--- src/sv/epoch_to_compact_timestamp_core_defines.svh ---
// Assertion macros shared by the timestamp core.
`ifndef EPOCH_TO_COMPACT_TIMESTAMP_CORE_DEFINES_SVH
`define EPOCH_TO_COMPACT_TIMESTAMP_CORE_DEFINES_SVH

// The consequent must hold in the same cycle as the antecedent.
`define ETCT_ASSERT_SAME(lbl, ante, cons) \
    lbl: assert property (@(posedge clk) disable iff (!rst_n) (ante) |-> (cons)) \
        else $error("etct: check failed in same cycle");

// The consequent must hold in the cycle after the antecedent.
`define ETCT_ASSERT_NEXT(lbl, ante, cons) \
    lbl: assert property (@(posedge clk) disable iff (!rst_n) (ante) |=> (cons)) \
        else $error("etct: check failed in next cycle");

`endif

--- src/sv/etct_pkg.sv ---
package etct_pkg;

    // Load enables of the eight pipeline stages, first stage first.
    typedef struct packed {
        logic st1;
        logic st2;
        logic st3;
        logic st4;
        logic st5;
        logic st6;
        logic st7;
        logic st8;
    } adv_t;

    localparam logic [32:0] SecsPerDay    = 33'd86400;
    // ceil(2^35 / 675); exact quotient for any 25-bit dividend.
    localparam logic [25:0] RecipDay      = 26'd50903317;
    localparam int          RecipDayShift = 35;
    // First day (from 1970) after the nonexistent 2100-02-29.
    localparam logic [15:0] Day2100Mar1   = 16'd47541;
    localparam logic [15:0] YearDays      = 16'd365;
    localparam logic [15:0] QuadDays      = 16'd1461;
    // ceil(2^27 / 1461); exact for any 16-bit dividend.
    localparam logic [16:0] RecipQuad     = 17'd91868;
    localparam logic [16:0] SecsPerHour   = 17'd3600;
    // ceil(2^30 / 3600); exact for any 17-bit dividend.
    localparam logic [18:0] RecipHour     = 19'd298262;
    // ceil(2^18 / 60); exact for any 12-bit dividend.
    localparam logic [12:0] RecipMinute   = 13'd4370;
    localparam logic [11:0] SecsPerMinute = 12'd60;
    localparam logic [11:0] BaseYear      = 12'd1969;
    localparam logic [7:0]  AsciiZero     = 8'h30;
    localparam logic [7:0]  AsciiOne      = 8'h31;
    localparam logic [7:0]  AsciiTwo      = 8'h32;
    localparam logic [7:0]  AsciiNine     = 8'h39;

    // Day of year on which month idx (0 is January) starts.
    function automatic logic [8:0] month_start(input logic [3:0] idx, input logic leap);
        logic [8:0] base;
        case (idx)
            4'd0:    base = 9'd0;
            4'd1:    base = 9'd31;
            4'd2:    base = 9'd59;
            4'd3:    base = 9'd90;
            4'd4:    base = 9'd120;
            4'd5:    base = 9'd151;
            4'd6:    base = 9'd181;
            4'd7:    base = 9'd212;
            4'd8:    base = 9'd243;
            4'd9:    base = 9'd273;
            4'd10:   base = 9'd304;
            4'd11:   base = 9'd334;
            default: base = 9'd0;
        endcase
        if (leap && idx >= 4'd2)
        begin
            base = base + 9'd1;
        end
        return base;
    endfunction

    // Two ASCII digits of a value below 100; v*205 >> 11 is v/10 here.
    function automatic logic [15:0] two_digits(input logic [6:0] v);
        logic [14:0] p;
        logic [3:0]  tens;
        logic [6:0]  ones;
        p    = 15'(v) * 15'd205;
        tens = p[14:11];
        ones = 7'(v - 7'(tens) * 7'd10);
        return {AsciiZero + {4'b0, tens}, AsciiZero + {4'b0, ones[3:0]}};
    endfunction

endpackage

--- src/sv/epoch_to_compact_timestamp_core.sv ---
// Converts seconds since 1970-01-01 UTC, plus a signed zone offset, into a
// Gregorian date and time of day, both as numbers and as the ASCII digits
// YYYYMMDD and hhmmss. The block is an eight-stage pipeline: a word enters
// on every cycle the input is not stalled and its result reaches the
// outputs from the stage 8 register; a stall on the output only holds the
// stages that are full, so empty slots close up before the input is stalled.
// The user must write the zone offset through zone_offset_we only while no
// word is in flight; the block itself does not enforce this.
`include "epoch_to_compact_timestamp_core_defines.svh"

module epoch_to_compact_timestamp_core (
    input  logic                clk,
    input  logic                rst_n,
    input  logic                zone_offset_we,
    input  logic signed [16:0]  zone_offset,
    input  logic                epoch_valid,
    output logic                epoch_stall,
    input  logic [31:0]         epoch_time,
    output logic                stamp_valid,
    input  logic                stamp_stall,
    output logic [11:0]         cal_year,
    output logic [3:0]          cal_month,
    output logic [4:0]          cal_day,
    output logic [4:0]          clock_hour,
    output logic [5:0]          clock_minute,
    output logic [5:0]          clock_second,
    output logic [63:0]         date_text,
    output logic [47:0]         time_text
);

    logic signed [16:0] offset_reg;
    logic [8:1]         v_reg;
    logic [8:1]         v_next;
    logic [8:1]         adv_vec;
    etct_pkg::adv_t     adv;
    logic [15:0]        days_adj;
    logic [16:0]        day_secs;
    logic [11:0]        year;
    logic [3:0]         month;
    logic [4:0]         day;
    logic [4:0]         hour;
    logic [5:0]         minute;
    logic [5:0]         second;

    // A stage may load when it is empty or when the stage after it loads.
    always_comb
    begin
        adv_vec[8] = !v_reg[8] || !stamp_stall;
        for (int k = 7; k >= 1; k--)
        begin
            adv_vec[k] = !v_reg[k] || adv_vec[k + 1];
        end
        v_next[1] = adv_vec[1] ? epoch_valid : v_reg[1];
        for (int k = 2; k <= 8; k++)
        begin
            v_next[k] = adv_vec[k] ? v_reg[k - 1] : v_reg[k];
        end
    end

    assign adv.st1 = adv_vec[1];
    assign adv.st2 = adv_vec[2];
    assign adv.st3 = adv_vec[3];
    assign adv.st4 = adv_vec[4];
    assign adv.st5 = adv_vec[5];
    assign adv.st6 = adv_vec[6];
    assign adv.st7 = adv_vec[7];
    assign adv.st8 = adv_vec[8];

    always_ff @(posedge clk or negedge rst_n)
    begin
        if (!rst_n)
        begin
            offset_reg <= '0;
            v_reg      <= '0;
        end
        else
        begin
            if (zone_offset_we)
            begin
                offset_reg <= zone_offset;
            end
            v_reg <= v_next;
        end
    end

    assign epoch_stall = !adv_vec[1];
    assign stamp_valid = v_reg[8];

    etct_split u_split (
        .clk         (clk),
        .adv         (adv),
        .epoch_time  (epoch_time),
        .zone_offset (offset_reg),
        .days_adj    (days_adj),
        .day_secs    (day_secs)
    );

    etct_date u_date (
        .clk      (clk),
        .adv      (adv),
        .days_adj (days_adj),
        .year     (year),
        .month    (month),
        .day      (day)
    );

    etct_clock u_clock (
        .clk      (clk),
        .adv      (adv),
        .day_secs (day_secs),
        .hour     (hour),
        .minute   (minute),
        .second   (second)
    );

    etct_text u_text (
        .clk          (clk),
        .adv          (adv),
        .year         (year),
        .month        (month),
        .day          (day),
        .hour         (hour),
        .minute       (minute),
        .second       (second),
        .cal_year     (cal_year),
        .cal_month    (cal_month),
        .cal_day      (cal_day),
        .clock_hour   (clock_hour),
        .clock_minute (clock_minute),
        .clock_second (clock_second),
        .date_text    (date_text),
        .time_text    (time_text)
    );

    `ETCT_ASSERT_NEXT(a_accept_enters, epoch_valid && !epoch_stall, v_reg[1])
    `ETCT_ASSERT_SAME(a_date_range, stamp_valid,
        cal_month >= 4'd1 && cal_month <= 4'd12 && cal_day >= 5'd1)
    `ETCT_ASSERT_SAME(a_clock_range, stamp_valid,
        clock_hour <= 5'd23 && clock_minute <= 6'd59 && clock_second <= 6'd59)

endmodule

--- src/sv/etct_split.sv ---
// Stages 1 to 3: apply the zone offset, then split the time into days and
// seconds of the day. The day count is also shifted so that a 1461-day cycle
// starts on 1969-01-01, with one day skipped after 2100-02-28.
module etct_split (
    input  logic                clk,
    input  etct_pkg::adv_t      adv,
    input  logic [31:0]         epoch_time,
    input  logic signed [16:0]  zone_offset,
    output logic [15:0]         days_adj,
    output logic [16:0]         day_secs
);

    logic [31:0] sum_reg;
    logic [31:0] sum_next;
    logic [50:0] quot_prod;
    logic [15:0] days_reg;
    logic [16:0] lo_reg;
    logic [32:0] day_base;
    logic [15:0] adj_reg;
    logic [15:0] adj_next;
    logic [16:0] secs_reg;
    logic [16:0] secs_next;

    assign sum_next  = epoch_time + {{15{zone_offset[16]}}, zone_offset};
    assign quot_prod = 51'(sum_reg[31:7]) * 51'(etct_pkg::RecipDay);
    assign day_base  = 33'(days_reg) * etct_pkg::SecsPerDay;
    assign secs_next = lo_reg - day_base[16:0];
    assign adj_next  = days_reg + etct_pkg::YearDays
                     + ((days_reg >= etct_pkg::Day2100Mar1) ? 16'd1 : 16'd0);

    always_ff @(posedge clk)
    begin
        if (adv.st1)
        begin
            sum_reg <= sum_next;
        end
        if (adv.st2)
        begin
            days_reg <= quot_prod[etct_pkg::RecipDayShift +: 16];
            lo_reg   <= sum_reg[16:0];
        end
        if (adv.st3)
        begin
            adj_reg  <= adj_next;
            secs_reg <= secs_next;
        end
    end

    assign days_adj = adj_reg;
    assign day_secs = secs_reg;

endmodule

--- src/sv/etct_date.sv ---
// Stages 4 to 7 of the date path: four-year cycle, year within the cycle,
// then month and day of month from the day of year.
module etct_date (
    input  logic            clk,
    input  etct_pkg::adv_t  adv,
    input  logic [15:0]     days_adj,
    output logic [11:0]     year,
    output logic [3:0]      month,
    output logic [4:0]      day
);

    logic [32:0] quad_prod;
    logic [15:0] adj4_reg;
    logic [5:0]  quad4_reg;
    logic [15:0] quad_base;
    logic [10:0] rem_next;
    logic [10:0] rem5_reg;
    logic [5:0]  quad5_reg;
    logic [1:0]  yq;
    logic [8:0]  doy_next;
    logic [8:0]  doy_reg;
    logic        leap_reg;
    logic [7:0]  yoff_reg;
    logic [3:0]  mon_idx;
    logic [8:0]  day_off;
    logic [11:0] year_reg;
    logic [3:0]  month_reg;
    logic [4:0]  day_reg;

    assign quad_prod = 33'(days_adj) * 33'(etct_pkg::RecipQuad);
    assign quad_base = 16'(quad4_reg) * etct_pkg::QuadDays;
    assign rem_next  = 11'(adj4_reg - quad_base);

    // The leap year is the last of each four-year cycle.
    always_comb
    begin
        if (rem5_reg >= 11'd1095)
        begin
            yq = 2'd3;
        end
        else if (rem5_reg >= 11'd730)
        begin
            yq = 2'd2;
        end
        else if (rem5_reg >= 11'd365)
        begin
            yq = 2'd1;
        end
        else
        begin
            yq = 2'd0;
        end
        doy_next = 9'(rem5_reg - 11'(yq) * 11'd365);
    end

    always_comb
    begin
        mon_idx = 4'd0;
        for (int k = 1; k < 12; k++)
        begin
            if (doy_reg >= etct_pkg::month_start(4'(k), leap_reg))
            begin
                mon_idx = 4'(k);
            end
        end
        day_off = doy_reg - etct_pkg::month_start(mon_idx, leap_reg);
    end

    always_ff @(posedge clk)
    begin
        if (adv.st4)
        begin
            adj4_reg  <= days_adj;
            quad4_reg <= quad_prod[32:27];
        end
        if (adv.st5)
        begin
            rem5_reg  <= rem_next;
            quad5_reg <= quad4_reg;
        end
        if (adv.st6)
        begin
            doy_reg  <= doy_next;
            leap_reg <= (yq == 2'd3);
            yoff_reg <= {quad5_reg, 2'b00} + {6'b0, yq};
        end
        if (adv.st7)
        begin
            year_reg  <= etct_pkg::BaseYear + {4'b0, yoff_reg};
            month_reg <= mon_idx + 4'd1;
            day_reg   <= 5'(day_off) + 5'd1;
        end
    end

    assign year  = year_reg;
    assign month = month_reg;
    assign day   = day_reg;

endmodule

--- src/sv/etct_clock.sv ---
// Stages 4 to 7 of the time path: hour, then minute and second.
module etct_clock (
    input  logic            clk,
    input  etct_pkg::adv_t  adv,
    input  logic [16:0]     day_secs,
    output logic [4:0]      hour,
    output logic [5:0]      minute,
    output logic [5:0]      second
);

    logic [35:0] hour_prod;
    logic [16:0] secs4_reg;
    logic [4:0]  hour4_reg;
    logic [16:0] hour_base;
    logic [11:0] rem5_reg;
    logic [4:0]  hour5_reg;
    logic [24:0] min_prod;
    logic [11:0] rem6_reg;
    logic [4:0]  hour6_reg;
    logic [5:0]  min6_reg;
    logic [11:0] min_base;
    logic [4:0]  hour7_reg;
    logic [5:0]  min7_reg;
    logic [5:0]  sec7_reg;

    assign hour_prod = 36'(day_secs) * 36'(etct_pkg::RecipHour);
    assign hour_base = 17'(hour4_reg) * etct_pkg::SecsPerHour;
    assign min_prod  = 25'(rem5_reg) * 25'(etct_pkg::RecipMinute);
    assign min_base  = 12'(min6_reg) * etct_pkg::SecsPerMinute;

    always_ff @(posedge clk)
    begin
        if (adv.st4)
        begin
            secs4_reg <= day_secs;
            hour4_reg <= hour_prod[34:30];
        end
        if (adv.st5)
        begin
            rem5_reg  <= 12'(secs4_reg - hour_base);
            hour5_reg <= hour4_reg;
        end
        if (adv.st6)
        begin
            rem6_reg  <= rem5_reg;
            hour6_reg <= hour5_reg;
            min6_reg  <= min_prod[23:18];
        end
        if (adv.st7)
        begin
            hour7_reg <= hour6_reg;
            min7_reg  <= min6_reg;
            sec7_reg  <= 6'(rem6_reg - min_base);
        end
    end

    assign hour   = hour7_reg;
    assign minute = min7_reg;
    assign second = sec7_reg;

endmodule

--- src/sv/etct_text.sv ---
// Stage 8: output register, with the ASCII digits formed on the way in.
module etct_text (
    input  logic            clk,
    input  etct_pkg::adv_t  adv,
    input  logic [11:0]     year,
    input  logic [3:0]      month,
    input  logic [4:0]      day,
    input  logic [4:0]      hour,
    input  logic [5:0]      minute,
    input  logic [5:0]      second,
    output logic [11:0]     cal_year,
    output logic [3:0]      cal_month,
    output logic [4:0]      cal_day,
    output logic [4:0]      clock_hour,
    output logic [5:0]      clock_minute,
    output logic [5:0]      clock_second,
    output logic [63:0]     date_text,
    output logic [47:0]     time_text
);

    logic [15:0] century;
    logic [6:0]  year_lo;
    logic [63:0] date_next;
    logic [47:0] time_next;
    logic [11:0] year_reg;
    logic [3:0]  month_reg;
    logic [4:0]  day_reg;
    logic [4:0]  hour_reg;
    logic [5:0]  minute_reg;
    logic [5:0]  second_reg;
    logic [63:0] date_reg;
    logic [47:0] time_reg;

    // Years run from 1970 to 2106, so the first two digits take three forms.
    always_comb
    begin
        if (year >= 12'd2100)
        begin
            century = {etct_pkg::AsciiTwo, etct_pkg::AsciiOne};
            year_lo = 7'(year - 12'd2100);
        end
        else if (year >= 12'd2000)
        begin
            century = {etct_pkg::AsciiTwo, etct_pkg::AsciiZero};
            year_lo = 7'(year - 12'd2000);
        end
        else
        begin
            century = {etct_pkg::AsciiOne, etct_pkg::AsciiNine};
            year_lo = 7'(year - 12'd1900);
        end
        date_next = {century, etct_pkg::two_digits(year_lo),
                     etct_pkg::two_digits({3'b0, month}),
                     etct_pkg::two_digits({2'b0, day})};
        time_next = {etct_pkg::two_digits({2'b0, hour}),
                     etct_pkg::two_digits({1'b0, minute}),
                     etct_pkg::two_digits({1'b0, second})};
    end

    always_ff @(posedge clk)
    begin
        if (adv.st8)
        begin
            year_reg   <= year;
            month_reg  <= month;
            day_reg    <= day;
            hour_reg   <= hour;
            minute_reg <= minute;
            second_reg <= second;
            date_reg   <= date_next;
            time_reg   <= time_next;
        end
    end

    assign cal_year     = year_reg;
    assign cal_month    = month_reg;
    assign cal_day      = day_reg;
    assign clock_hour   = hour_reg;
    assign clock_minute = minute_reg;
    assign clock_second = second_reg;
    assign date_text    = date_reg;
    assign time_text    = time_reg;

endmodule
--- config.mk ---
export PLATFORM = sky130hd
export DESIGN_NAME = epoch_to_compact_timestamp_core
export DESIGN_NICKNAME = d
export VERILOG_FILES = /design/src/sv/etct_pkg.sv /design/src/sv/epoch_to_compact_timestamp_core.sv /design/src/sv/etct_split.sv /design/src/sv/etct_date.sv /design/src/sv/etct_clock.sv /design/src/sv/etct_text.sv
export VERILOG_INCLUDE_DIRS = /design/src /design/src/sv
export SDC_FILE = /design/constraint.sdc
export NUM_CORES = 2
export LEC_CHECK = 0
export BUFFER_PORTS_ARGS = -buffer_cell sky130_fd_sc_hd__buf_2
export CAP_MARGIN = 25
export CORE_MARGIN = 2
export CORE_UTILIZATION = 55
export CTS_CLUSTER_DIAMETER = 40
export DETAILED_ROUTE_END_ITERATION = 6
export HOLD_SLACK_MARGIN = 0.06
export PLACE_DENSITY = 0.82
export SLEW_MARGIN = 20
export SYNTH_ARGS = -nofsm -noshare
export SYNTH_HDL_FRONTEND = slang
export SYNTH_SLANG_ARGS = --single-unit
--- constraint.sdc ---
create_clock -name clk -period 10.28 [get_ports clk]
set_input_delay 0 -clock clk [delete_from_list [all_inputs] [get_ports clk]]
set_output_delay 0 -clock clk [all_outputs]
set_load 0.01 [all_outputs]
# ---- After elaboration in Yosys (flattened, before gate mapping)
# Memory sizes are Yosys's and may differ from the RTL's.
# Cells that the tools add are included.
dict set report totals {
  out_inout_bits 152
  mem_count 1
  wordCells 167
  latch_bits 0
  rom_bits 144
  inputBits 54
  mem_bits_rw 0
  register_bits 414
}
dict set report op_classes {
  bitwise 0
  n_reduce_logical 19
  n_eq_ne 1
  n_div 0
  shift 0
  n_mul 21
  n_lt_le_gt_ge 18
  add_sub_neg 35
  muxes 29
}
# memory depth word_bits read_ports rd_clocked_by_memory_dff write_ports line
set memory_table {}
lappend memory_table {{(name not given)} 16 9 1 0 0 etct_pkg.sv:40} ;# case (idx)
# operator n
set op_table {}
lappend op_table {{multiplier 25 x 26 -> 51 bit, second input constant} 1}
lappend op_table {{adder 6 x 4 -> 7 bit, first input constant} 7}
lappend op_table {{two-way mux 4 bit} 11}
lappend op_table {{greater-or-equal comparator 9 x 8 -> 1 bit} 4}
lappend op_table {{multiplier 17 x 18 -> 34 bit, second input constant} 1}
lappend op_table {{adder 32 bit} 1}
lappend op_table {{multiplier 16 x 15 -> 31 bit, second input constant} 1}
lappend op_table {{multiplier 6 x 8 -> 14 bit, second input constant} 2}
lappend op_table {{greater-or-equal comparator 9 bit} 3}
lappend op_table {{multiplier 5 x 8 -> 13 bit, second input constant} 2}
lappend op_table {{subtractor 4 bit} 6}
lappend op_table {{multiplier 12 x 12 -> 23 bit, second input constant} 1}
lappend op_table {{greater-or-equal comparator 9 x 7 -> 1 bit} 2}
lappend op_table {{subtractor 17 bit} 1}
lappend op_table {{adder 16 bit} 1}
lappend op_table {{adder 16 x 9 -> 16 bit, second input constant} 1}
lappend op_table {{greater-or-equal comparator 16 bit, second input constant} 1}
lappend op_table {{multiplier 16 x 10 -> 10 bit, second input constant} 1}
lappend op_table {{multiplier 7 x 8 -> 15 bit, second input constant} 1}
lappend op_table {{adder 6 x 2 -> 7 bit, first input constant} 2}
lappend op_table {{adder 6 x 3 -> 7 bit, first input constant} 2}
lappend op_table {{two-way mux 7 bit} 2}
lappend op_table {{subtractor 7 bit, second input constant} 2}
lappend op_table {{adder 11 x 8 -> 12 bit, first input constant} 1}
lappend op_table {{36 further kinds} 66}

# ---- Longest topological paths before layout
dict set report logic_depth {
  ltp_word 17
  depth_mapped 29
  mapped_depth_nobuf 28
}

# ---- Hierarchy
# Synthesis repeated with hierarchy kept, for this count alone.
dict set report unflattened {
  hier_cells 3668
  hier_area_um2 40659.0
}
# module seq_area_each_um2 instances area_each_um2 cells_each
set by_module_without_submodules {}
lappend by_module_without_submodules {etct_split 2942.8 1 15125.8 1420}
lappend by_module_without_submodules {etct_date 2192.1 1 9247.6 822}
lappend by_module_without_submodules {etct_clock 2042.0 1 8344.3 751}
lappend by_module_without_submodules {etct_text 2222.1 1 6915.4 610}
lappend by_module_without_submodules {epoch_to_compact_timestamp_core 625.6 1 1026.0 65}

# ---- Worst setup path after synthesis
# No wires, ideal clock.
dict set report synth_path {
  path_type {register to register}
  startpoint {register u_date.year_reg[2] (netlist: u_date.year[2])}
  endpoint {register u_text.date_reg[35] (netlist: u_text.date_text[35]), data pin}
  path_stages_with_launch 29
  slack_ps 3767
  arrival_ps 6252
  period_less_slack_ps 6513
  path_buffers 1
  setup_time_ps 261
  required_time_ps 10019
  path_cell_list {edfxtp_1 clkbuf_1 inv_1 ha_1 nand4bb_1 a211o_1 nand2_1 inv_1 a22oi_1 o22ai_1 a221oi_1 ha_1 inv_1 fa_1 inv_1 ha_1 fa_1 ha_1 a21o_1 a211o_1 o221ai_1 nor4_1 o41a_1 nor2_1 xnor2_1 fa_1 xor2_1 xnor2_1 xnor2_1}
}
dict set report synth_between {
  elab_chain_cells 7
  elab_cells_between_ends 11
  classes_between {add/sub (5); mul (2); order compare (2); mux (2)}
}
# element line
set synth_lines {}
lappend synth_lines {{start: declaration} etct_date.sv:26} ;# logic [11:0] year_reg;
lappend synth_lines {{start signal: assignment} etct_date.sv:89} ;# year_reg <= etct_pkg::BaseYear + {4'b0, yoff_reg};
lappend synth_lines {{greater-or-equal comparator 12 x 11 -> 1 bit, or another cell as far along} etct_text.sv:42} ;# else if (year >= 12'd2000)
lappend synth_lines {{two-way mux 7 bit} etct_text.sv:42}
lappend synth_lines {{two-way mux 7 bit *} etct_text.sv:37} ;# if (year >= 12'd2100)
lappend synth_lines {{multiplier 7 x 8 -> 15 bit} etct_pkg.sv:67} ;# p = 15'(v) * 15'd205;
lappend synth_lines {{multiplier 4 x 3 -> 3 bit} etct_pkg.sv:69} ;# ones = 7'(v - 7'(tens) * 7'd10);
lappend synth_lines {{subtractor 4 bit *} etct_pkg.sv:69}
lappend synth_lines {{adder 6 x 4 -> 7 bit *} etct_pkg.sv:70} ;# return {AsciiZero + {4'b0, tens}, AsciiZero + {4'b0, ones[3:0]}};
lappend synth_lines {{via u_text.date_next[35]} etct_text.sv:23} ;# logic [63:0] date_next;
lappend synth_lines {{end signal: assignment} etct_text.sv:70} ;# date_reg <= date_next;
lappend synth_lines {{end: declaration} etct_text.sv:31} ;# logic [63:0] date_reg;
# The timed path passes the listed nets; every way through them passes the cells marked *.
# A chain may end at the register's enable or synchronous reset.

# ---- Worst setup path after layout
# Ends and elaborated chain as after synthesis.

==> results.toml <==
[die]
die_w_um = 274.3
ios = 206
die_height_um = 274.3
dieArea_sq_um = 75220
initial_core_util = 0.5534
num_rows = 99
coreArea_sq_um = 72590

[timing]
max_freq_mhz = 138.0
relSlewSlack = 0.3792
finalHoldViolations = 0
rsz0062_at_grt = "no"
finalSetupViolCount = 0
finalMaxSlewViolations = 0
period_needed_ps = 7247
setup_tns_ps = 0
worst_pin_slew_ps = 931.2
period_share = 0.7049
clock_skew_ps = 38.40

[hold_path]
hold_path.startpoint = "epoch_valid"
hold_class = "in -> reg"

[worst_setup_path]
r2r_cells = 27
crit_path_end = "u_text.date_text[35]$_DFFE_PP_"
cp-start-kind = "flip-flop"
cp-end-kind = "flip-flop"
crit_arrival_ps = 7620
crit_required_ps = 10660
r2r-end = "u_text.date_text[35]$_DFFE_PP_"
crit_slowest_cell = "a221oi_1"
r2r_start = "u_date.year[2]$_DFFE_PP_"
worstSetupPathType = "reg -> reg"
cpPeakStageDelay_ps = 600
critPathMaxFanout = 10
worstSetupStartpoint = "u_date.year[2]$_DFFE_PP_"
rrSetupSlack_ps = 3030

[synth]
synth_seq_cells = 338
synth_cells = 3626
yosysWarnings = 0
yosys.area.top_type_share = 0.2875
ys.flop_type = "edfxtp_1"
synth_edf_count = 313
synthTopCellsByArea = "ha_1 (29%), edfxtp_1 (23%), fa_1 (20%)"
netlist.top_cell.by_area = "ha_1"
synth.avg_cell_area_sq_um = 11.08
async_flop_share = 0.07396
ys_types = 79
ys_seq_area_frac = 0.2495
synth_area_sq_um = 40170

[route]
drt_iter0_drc = 1185
wl_met2_um = 44270
drt-met1-wl_um = 31140
drtPass1Iterations = 7
vias_per_cell = 5.328
wl_per_cell_um = 16.84
drt-total-wl_um = 82460
drc_errors = 1
dr.max_layer_used = "met4"
dr_wl_met3_um = 3115
postRouteAntennaNets = 0
num_vias = 26100

[clocking]
cts_tree = "yes"
hold_buffers = 84
root_buffer = "clkbuf_16"
clk_pin_slew_ps = 60
clkLatencyLatePin_ps = 630
postCtsSetupBuffers = 0
clockBufferDepth = 3
ctsResizeCount = 0
cts_max_level = 2
numClockSinks = 338
numCtsBuffers = 56

[layout]
nNetsFinal = 5279
post_route_cells_drive_above_1_share = 0.07489
final_cell_mix = "ha_1 (923), inv_1 (873), fa_1 (411)"
seqCellArea_sq_um = 10020
multi_input_area_sq_um = 26520
n_antenna_cell = 0
fillers = 5450
fin_util = 0.6145
final_common_cell = "ha_1"
final_area_sq_um = 44600
area_growth_pct = 11.03
largest_reg_flops = 32

[global_route]
grt_pass1_wl_um = 136300
groute.usage.overall = 0.2257
antenna_found_initial = 0
grt-ovfl-total = 0
grt_pass1_vias = 28410
grt_max_degree = 74

[status]
violations = "design-rule violations"
status = "complete, but fails checks"

[placed_design]
place.gp.congestion = 0.9437
dpl.hpwl_um = 66780
placed_area_sq_um = 41760
port_buffers = 136

[job]
maxCapViolCount = 0
==> synth_stat cells (8+ instances only) <==
cell,number
o211ai_1,14
or2_2,12
edfxtp_1,313
clkbuf_1,11
dfrtp_1,25
ha_1,923
o21a_1,22
nand4_1,14
a21oi_1,137
a41o_1,8
and3_1,18
nor2_1,84
nand3_1,30
nand2b_1,23
inv_1,873
mux2_2,16
nor2b_1,25
a21o_1,71
nor3_1,22
a211oi_1,12
fa_1,411
xor2_1,55
buf_4,76
o21bai_1,22
a31oi_1,12
nand2_1,75
o21ai_0,74
xnor2_1,141
==> how the worst min path moves through the flow <==
stage,to,slack [ps],cells past startpoint
finish,v_reg[1]$_DFFE_PN0N_,170,3
global placement,offset_reg[2]$_DFFE_PN0P_,50,1
CTS,v_reg[1]$_DFFE_PN0N_,100,3
floorplan,offset_reg[0]$_DFFE_PN0P_,-300,0
global route,v_reg[1]$_DFFE_PN0N_,140,3
detailed placement,offset_reg[3]$_DFFE_PN0P_,60,1
==> area by class of cell <==
cell class,instances,area share
inverter,873,0.07347
tap,959,0.02690
sequential,338,0.2248
multi-input combinational,2394,0.5946
timing repair buffer,228,0.03568
clock buffer,61,0.03299
clock inverter,45,0.01164
==> logic make-up (layout without fill, tap and decap cells) <==
family                     after synthesis  after routing  share of synthesized area
AOI/OAI and AO/OA                      446            446                    0.07248
xor gates and xnor gates               196            196                    0.04273
adders and majority gates             1334           1334                     0.4923
buffers and inverters                  961           1207                    0.09690
DFF                                    338            338                     0.2495
muxes                                   16             16                   0.004485
other                                    2             69                  0.0001870
and+or+nand+nor                        333            333                    0.04136
==> metal layers <==
layer	vias up	global-route usage
li1	12430	-
met3	230	0.02829
met5	-	0
met2	649	0.4306
met1	12790	0.2478
met4	0	0.1024
==> worst max-delay path: cells and delay by family, from the launching register on <==
family,cells,cell delay (ps)
simple gates,4,550
flops,1,560
buf+inv,4,400
compound gates,8,2360
fa+ha+maj,7,2510
xor+xnor,4,590
==> through the flow <==
stage	instances	hold WS (ps)	worst slack (ps)
after floorplan	3693	-295.6	3767
after global placement	4708	53.43	3334
after detailed placement	4708	59.67	3114
after CTS	4898	98.54	3060
after global routing	4898	142.6	2626
final	4898	165.1	3033
Power is not shown: default switching activity piles up to over one toggle a cycle in this logic, so the estimate is an artifact.
